==> src/design/gf128_pkg.sv <==
`timescale 1ns / 1ps
// Shared constants, codes and controller/datapath interface types for the GF(2^128) unit.
package gf128_pkg;

  localparam int ELEM_W = 128;
  localparam int HALF_W = 64;
  localparam int DIGIT_W_DEFAULT = 8;

  // x^128 = x^7 + x^2 + x + 1
  localparam logic [ELEM_W-1:0] FOLD_POLY = 128'h87;
  localparam logic [ELEM_W-1:0] ELEM_ONE  = 128'h1;

  localparam logic CMD_MUL = 1'b0;
  localparam logic CMD_POW = 1'b1;

  typedef enum logic [1:0] {
    SRC_BASE_EXPO = 2'd0,
    SRC_ACC_BASE  = 2'd1,
    SRC_BASE_BASE = 2'd2
  } mul_src_t;

  typedef struct packed {
    logic     load;
    logic     mul_init;
    mul_src_t mul_src;
    logic     mul_step;
    logic     wr_acc;
    logic     wr_base;
    logic     expo_shift;
  } dp_cmd_t;

  typedef struct packed {
    logic mul_last;
    logic is_pow;
    logic expo_bit;
    logic expo_zero;
    logic expo_rest_zero;
  } dp_stat_t;

endpackage

==> src/design/gf128_datapath.sv <==
`timescale 1ns / 1ps
// Datapath: operand registers and a digit-serial carryless multiplier with reduction.
module gf128_datapath #(
  parameter int DIGIT_W = gf128_pkg::DIGIT_W_DEFAULT
) (
  input  logic                            clk,
  input  logic                            rst,
  input  gf128_pkg::dp_cmd_t              cmd,
  output gf128_pkg::dp_stat_t             stat,
  input  logic                            command,
  input  logic [gf128_pkg::HALF_W-1:0]    operand_a_high,
  input  logic [gf128_pkg::HALF_W-1:0]    operand_a_low,
  input  logic [gf128_pkg::HALF_W-1:0]    operand_b_high,
  input  logic [gf128_pkg::HALF_W-1:0]    operand_b_low,
  output logic [gf128_pkg::HALF_W-1:0]    result_high,
  output logic [gf128_pkg::HALF_W-1:0]    result_low
);

  localparam int EW    = gf128_pkg::ELEM_W;
  localparam int STEPS = EW / DIGIT_W;
  localparam int CNT_W = $clog2(STEPS);
  localparam logic [CNT_W-1:0] CNT_LAST = CNT_W'(STEPS - 1);

  logic [EW-1:0]    base;
  logic [EW-1:0]    expo;
  logic [EW-1:0]    acc;
  logic [EW-1:0]    mx;
  logic [EW-1:0]    my;
  logic [EW-1:0]    prod;
  logic [CNT_W-1:0] cnt;
  logic             is_pow;

  logic [DIGIT_W-1:0]    digit;
  logic [EW+DIGIT_W-1:0] wide;
  logic [DIGIT_W-1:0]    spill;
  logic [EW-1:0]         prod_next;

  // Horner step, top digit first: prod * x^D + mx * digit, then fold the spill back in
  always_comb begin
    digit = my[EW-1 -: DIGIT_W];
    wide  = {prod, DIGIT_W'(0)};
    for (int j = 0; j < DIGIT_W; j++) begin
      if (digit[j]) begin
        wide = wide ^ ({DIGIT_W'(0), mx} << j);
      end
    end
    spill     = wide[EW+DIGIT_W-1:EW];
    prod_next = wide[EW-1:0];
    for (int j = 0; j < DIGIT_W; j++) begin
      if (spill[j]) begin
        prod_next = prod_next ^ (gf128_pkg::FOLD_POLY << j);
      end
    end
  end

  always_ff @(posedge clk) begin
    if (rst) begin
      cnt    <= '0;
      is_pow <= 1'b0;
    end else begin
      if (cmd.load) begin
        base   <= {operand_a_high, operand_a_low};
        expo   <= {operand_b_high, operand_b_low};
        acc    <= gf128_pkg::ELEM_ONE;
        is_pow <= (command == gf128_pkg::CMD_POW);
      end
      if (cmd.mul_init) begin
        prod <= '0;
        cnt  <= '0;
        unique case (cmd.mul_src)
          gf128_pkg::SRC_BASE_EXPO: begin
            mx <= base;
            my <= expo;
          end
          gf128_pkg::SRC_ACC_BASE: begin
            mx <= cmd.wr_acc ? prod_next : acc;
            my <= base;
          end
          default: begin
            mx <= base;
            my <= base;
          end
        endcase
      end else if (cmd.mul_step) begin
        prod <= prod_next;
        my   <= my << DIGIT_W;
        cnt  <= cnt + CNT_W'(1);
      end
      if (cmd.wr_acc) begin
        acc <= prod_next;
      end
      if (cmd.wr_base) begin
        base <= prod_next;
      end
      if (cmd.expo_shift) begin
        expo <= expo >> 1;
      end
    end
  end

  assign stat.mul_last       = (cnt == CNT_LAST);
  assign stat.is_pow         = is_pow;
  assign stat.expo_bit       = expo[0];
  assign stat.expo_zero      = (expo == '0);
  assign stat.expo_rest_zero = (expo[EW-1:1] == '0);

  assign result_high = acc[EW-1:gf128_pkg::HALF_W];
  assign result_low  = acc[gf128_pkg::HALF_W-1:0];

endmodule

==> src/design/gf128_ctrl.sv <==
`timescale 1ns / 1ps
// Controller: sequences multiply and square-and-multiply over the shared multiplier.
module gf128_ctrl (
  input  logic                clk,
  input  logic                rst,
  input  logic                start,
  output logic                busy,
  output logic                done,
  output gf128_pkg::dp_cmd_t  cmd,
  input  gf128_pkg::dp_stat_t stat
);

  typedef enum logic [2:0] {
    S_IDLE,
    S_SETUP,
    S_MUL,
    S_CHECK,
    S_ACCMUL,
    S_SQR,
    S_DONE
  } state_t;

  state_t state;
  state_t state_next;

  always_comb begin
    cmd        = '0;
    cmd.mul_src = gf128_pkg::SRC_BASE_EXPO;
    state_next = state;
    unique case (state)
      S_IDLE: begin
        if (start) begin
          cmd.load   = 1'b1;
          state_next = S_SETUP;
        end
      end
      S_SETUP: begin
        if (stat.is_pow) begin
          state_next = S_CHECK;
        end else begin
          cmd.mul_init = 1'b1;
          cmd.mul_src  = gf128_pkg::SRC_BASE_EXPO;
          state_next   = S_MUL;
        end
      end
      S_MUL: begin
        cmd.mul_step = 1'b1;
        if (stat.mul_last) begin
          cmd.wr_acc = 1'b1;
          state_next = S_DONE;
        end
      end
      S_CHECK: begin
        priority if (stat.expo_zero) begin
          state_next = S_DONE;
        end else if (stat.expo_bit) begin
          cmd.mul_init = 1'b1;
          cmd.mul_src  = gf128_pkg::SRC_ACC_BASE;
          state_next   = S_ACCMUL;
        end else begin
          cmd.mul_init = 1'b1;
          cmd.mul_src  = gf128_pkg::SRC_BASE_BASE;
          state_next   = S_SQR;
        end
      end
      S_ACCMUL: begin
        cmd.mul_step = 1'b1;
        if (stat.mul_last) begin
          cmd.wr_acc = 1'b1;
          if (stat.expo_rest_zero) begin
            state_next = S_DONE;
          end else begin
            // squaring only reads base, so it can start as the product lands
            cmd.mul_init = 1'b1;
            cmd.mul_src  = gf128_pkg::SRC_BASE_BASE;
            state_next   = S_SQR;
          end
        end
      end
      S_SQR: begin
        cmd.mul_step = 1'b1;
        if (stat.mul_last) begin
          cmd.wr_base    = 1'b1;
          cmd.expo_shift = 1'b1;
          state_next     = S_CHECK;
        end
      end
      S_DONE: begin
        state_next = S_IDLE;
      end
      default: begin
        state_next = S_IDLE;
      end
    endcase
  end

  always_ff @(posedge clk) begin
    if (rst) begin
      state <= S_IDLE;
      done  <= 1'b0;
    end else begin
      state <= state_next;
      done  <= (state_next == S_DONE);
    end
  end

  assign busy = (state != S_IDLE);

endmodule

==> src/design/gf2_128_multiply_power_unit.sv <==
`timescale 1ns / 1ps
// Top level of the GF(2^128) multiply / power unit.
//
// A request is taken when start is high and busy is low; busy then stays high
// until the result has been shown. The result is valid on result_high/result_low in
// the single cycle in which done is high and must be captured then: the unit
// cannot be stalled. Everything runs through one digit-serial multiplier that
// handles DIGIT_W bits of the second operand per cycle. A power request scans
// the exponent from bit 0 and takes one check per bit up to the highest set bit,
// one squaring of the base per bit below it and one product into the accumulator
// per set bit.
module gf2_128_multiply_power_unit #(
  parameter int DIGIT_W = gf128_pkg::DIGIT_W_DEFAULT
) (
  input  logic                         clk,
  input  logic                         rst,
  input  logic                         start,
  output logic                         busy,
  input  logic                         command,
  input  logic [gf128_pkg::HALF_W-1:0] operand_a_high,
  input  logic [gf128_pkg::HALF_W-1:0] operand_a_low,
  input  logic [gf128_pkg::HALF_W-1:0] operand_b_high,
  input  logic [gf128_pkg::HALF_W-1:0] operand_b_low,
  output logic                         done,
  output logic [gf128_pkg::HALF_W-1:0] result_high,
  output logic [gf128_pkg::HALF_W-1:0] result_low
);

  gf128_pkg::dp_cmd_t  cmd;
  gf128_pkg::dp_stat_t stat;

  gf128_ctrl u_ctrl (
    .clk   (clk),
    .rst   (rst),
    .start (start),
    .busy  (busy),
    .done  (done),
    .cmd   (cmd),
    .stat  (stat)
  );

  gf128_datapath #(
    .DIGIT_W (DIGIT_W)
  ) u_datapath (
    .clk            (clk),
    .rst            (rst),
    .cmd            (cmd),
    .stat           (stat),
    .command        (command),
    .operand_a_high (operand_a_high),
    .operand_a_low  (operand_a_low),
    .operand_b_high (operand_b_high),
    .operand_b_low  (operand_b_low),
    .result_high    (result_high),
    .result_low     (result_low)
  );

endmodule
==> config.mk <==
export PLATFORM = sky130hd
export DESIGN_NAME = gf2_128_multiply_power_unit
export DESIGN_NICKNAME = d
export VERILOG_FILES = /design/src/design/gf128_pkg.sv /design/src/design/gf128_datapath.sv /design/src/design/gf128_ctrl.sv /design/src/design/gf2_128_multiply_power_unit.sv
export SDC_FILE = /design/constraint.sdc
export NUM_CORES = 2
export LEC_CHECK = 0
export ABC_CLOCK_PERIOD_IN_PS = 18000
export BUFFER_PORTS_ARGS = -buffer_cell sky130_fd_sc_hd__buf_2
export CAP_MARGIN = 20
export CORE_ASPECT_RATIO = 1.2
export CORE_MARGIN = 2
export CORE_UTILIZATION = 45
export CTS_CLUSTER_SIZE = 16
export DETAILED_ROUTE_END_ITERATION = 7
export MAX_ROUTING_LAYER = met4
export SYNTH_ARGS = -nofsm -noshare
export SYNTH_HDL_FRONTEND = slang
export SYNTH_SLANG_ARGS = --single-unit
==> constraint.sdc <==
create_clock -name clk -period 18 [get_ports clk]
set_input_delay 2.7 -clock clk [delete_from_list [all_inputs] [get_ports clk]]
set_output_delay 2.7 -clock clk [all_outputs]
set_load 0.005 [all_outputs]
==> results_dict.tcl <==
set metrics [dict create \
    status "finished clean" \
    finalPower_w 0.00503 \
    cts_buffers 84 \
    synth_cell_type_count 43 \
    gp_congestion 0.887 \
    die_w_um 298 \
    min_period_ns 5.13 \
    synth-async-reset-ratio 0 \
    tightestPinTransition_ns 1.24 \
    switching_power_w 0.00140 \
    cts_hold_buffers 0 \
    dp_cells 6030 \
    hold_class "flop to flop" \
    ys_ff_latch 777 \
    cts_setup_buffers 0 \
    clkTransAtPathRegs_ns 0.07 \
    timing.fmax_ghz 0.195 \
    layout_common_cells "nand2_1 (1431), edfxtp_1 (768), xnor2_1 (549), buf_2 (389), nor2_1 (262)" \
    synth_area_per_cell_sq_um 10.1 \
    first_pass_iters 5 \
    crit_path_end_kind "flop" \
    final_area_sq_mm 0.0521 \
    synth_edf_count 768 \
    grt-ovfl-total 0 \
    finalCritPeriodShare 0.285 \
    row_count 129 \
    hold_viol 0 \
    total_leakage_power_nw 20.1 \
    clockBufferDepth 3 \
    cp.arrival_ns 5.38 \
    maxCapViolCount 0 \
    clockRootBuffer "clkbuf_16" \
    slew_violations 0 \
    syn_inst 4621 \
    cpMaxStageDelayCell "buf_4" \
    swShare 0.279 \
    grt_pass1_vias 32700 \
    nets 5004 \
    core-area_sq_mm 0.103 \
    timing_worst_setup_path_type "flop to flop" \
    grt_usage 0.278 \
    pwr-share-clk 0.366 \
    comb_power_share 0.193 \
    io_pins 390 \
    crit_path_cell_trace "inv_1 -> nor2_1 -> and3_1 -> o21a_4 -> nor2_1 -> a21oi_4 -> buf_4 -> buf_4" \
    syn2layout_area_growth_pct 11.4 \
    grt_max_degree 219 \
    ir_drop_v 0.0000686 \
    ys.flop_type "edfxtp_1" \
    hpwl_mm 99.1 \
    p_per_area_mw_per_mm2 96.5 \
    cts_resized 0 \
    synthTopCellsByArea "edfxtp_1 (49%), nand2_1 (11%), xnor2_1 (10%), xnor3_1 (5.7%), xor2_1 (4.8%)" \
    drt_iter0_markers 3661 \
    clkLatencyLatePin_ns 0.66 \
    setup-violations-final 0 \
    drive_gt1_frac 0.146 \
    portBuffers 389 \
    seqPwrFrac 0.441 \
    cts_max_level 3 \
    netlist_area_sq_mm 0.0468 \
    die_area_sq_mm 0.107 \
    critPathLaunchType "flop" \
    cts_tree "done" \
    cp.required_ns 18.25 \
    rsz0062_at_grt "false" \
    drt_wl_total_mm 146 \
    synth_top_area_frac 0.493 \
    grt_pass1_wl_mm 215 \
    critPathMaxFanout 81 \
    skew_ns 0.0264 \
    fillers 9401 \
    yosysSeqAreaShare 0.497 \
    antenna_found_initial 7 \
    tns_ns 0 \
    cts_sinks 777 \
    slowest_delay_ns 0.96 \
    synthesis.nets 4882 \
    vias 33900 \
    yosysWarningCount 0 \
    p_int_w 0.00362 \
    dpl_cell_area_sq_mm 0.0492 \
    post-route-drc-count 0 \
    whs_ns 0.550 \
    finalNonFillerCells 6185 \
    ant_nets 0 \
    viasPerCell 5.48 \
    start_util 0.453 \
    final_common_cell "nand2_1" \
    slew_headroom 0.171 \
    synth_top_cell_by_area "edfxtp_1" \
    die_h_um 357 \
    routedWlPerCell_um 23.6 \
]
[power groups by stage]
stage | clock network (W) | registers, W | logic (W)
after floorplan | 0 | 0.00225 | 0.000683
after detailed placement | 0 | 0.00226 | 0.000966
after global routing | 0.00193 | 0.00223 | 0.00104
after global placement | 0 | 0.00226 | 0.000961
final | 0.00184 | 0.00222 | 0.000970
after CTS | 0.00186 | 0.00222 | 0.000973
[worst max-delay path, delay by kind of cell, from the launching register on]
family,cells,cell delay [ns]
simple gates,3,1.14
compound gates,2,0.99
flops,1,0.49
buf+inv,3,1.96
[cells by family after synthesis]
group,count (synthesis),share of synthesized area
compound gates,510,0.0560
buf+inv,398,0.0366
mux,249,0.0567
fa+ha+maj,1,0.000268
flops,777,0.497
simple gates,1758,0.144
xor+xnor,928,0.209
[per-stage QoR]
stage / setup WS (ns) / util
final: 12.87 / 0.505
after global routing: 12.46 / 0.505
after CTS: 12.88 / 0.505
after detailed placement: 12.67 / 0.477
after global placement: 12.72 / 0.477
after floorplan: 1.84 / -
[synthesized netlist by cell type, drive strengths merged (119+ instances only)]
cell type / count
a21oi: 124
buf: 124
clkbuf: 271
edfxtp: 768
mux2: 127
mux2i: 122
nand2: 1432
nor2: 263
o21ai: 368
xnor2: 551
xnor3: 119
xor2: 258
[registers in the layout, summed over array words and instances (netlist names)]
signal,flops
u_datapath.expo,128
u_datapath.my,128
u_datapath.is_pow,1
u_ctrl.done,1
u_datapath.acc,128
u_datapath.prod,128
u_datapath.base,128
u_datapath.mx,128
u_ctrl.state,3
u_datapath.cnt,4
[worst paths after layout]
kind	startpoint	to	slack (ns)	depth (start not counted)
worst max-delay path	u_ctrl.state[0]	u_datapath.prod[111]	12.87	8
worst min-delay path	u_datapath.base[63]	u_datapath.my[63]	0.55	2
worst max register to register	u_ctrl.state[0]	u_datapath.prod[111]	12.87	8
worst min register to register	u_datapath.base[63]	u_datapath.my[63]	0.55	2
[metal layers]
| layer | vias up | part of all wire | track usage |
|---|---|---|---|
| met1 | 16600 | 0.42 | 0.373 |
| met3 | 251 | 0.078 | 0.0370 |
| met4 | 0 | 0.044 | 0.114 |
| met5 | - | 0 | - |
| li1 | 15600 | - | - |
| met2 | 1439 | 0.46 | 0.428 |
[cell type report]
class / instances / area, sq um / share of cell area
flip-flops and latches: 777 / 23200 / 0.446
multi-input cells: 3446 / 21900 / 0.420
repair buffers: 431 / 2340 / 0.0449
clock buffers: 100 / 2250 / 0.0433
well taps: 1375 / 1720 / 0.0330
clock inverters: 51 / 621 / 0.0119
inverters: 3 / 11.3 / 0.000216
diodes: 2 / 5.00 / 0.0000961
Note: power is estimated with default switching activity, not from simulation.
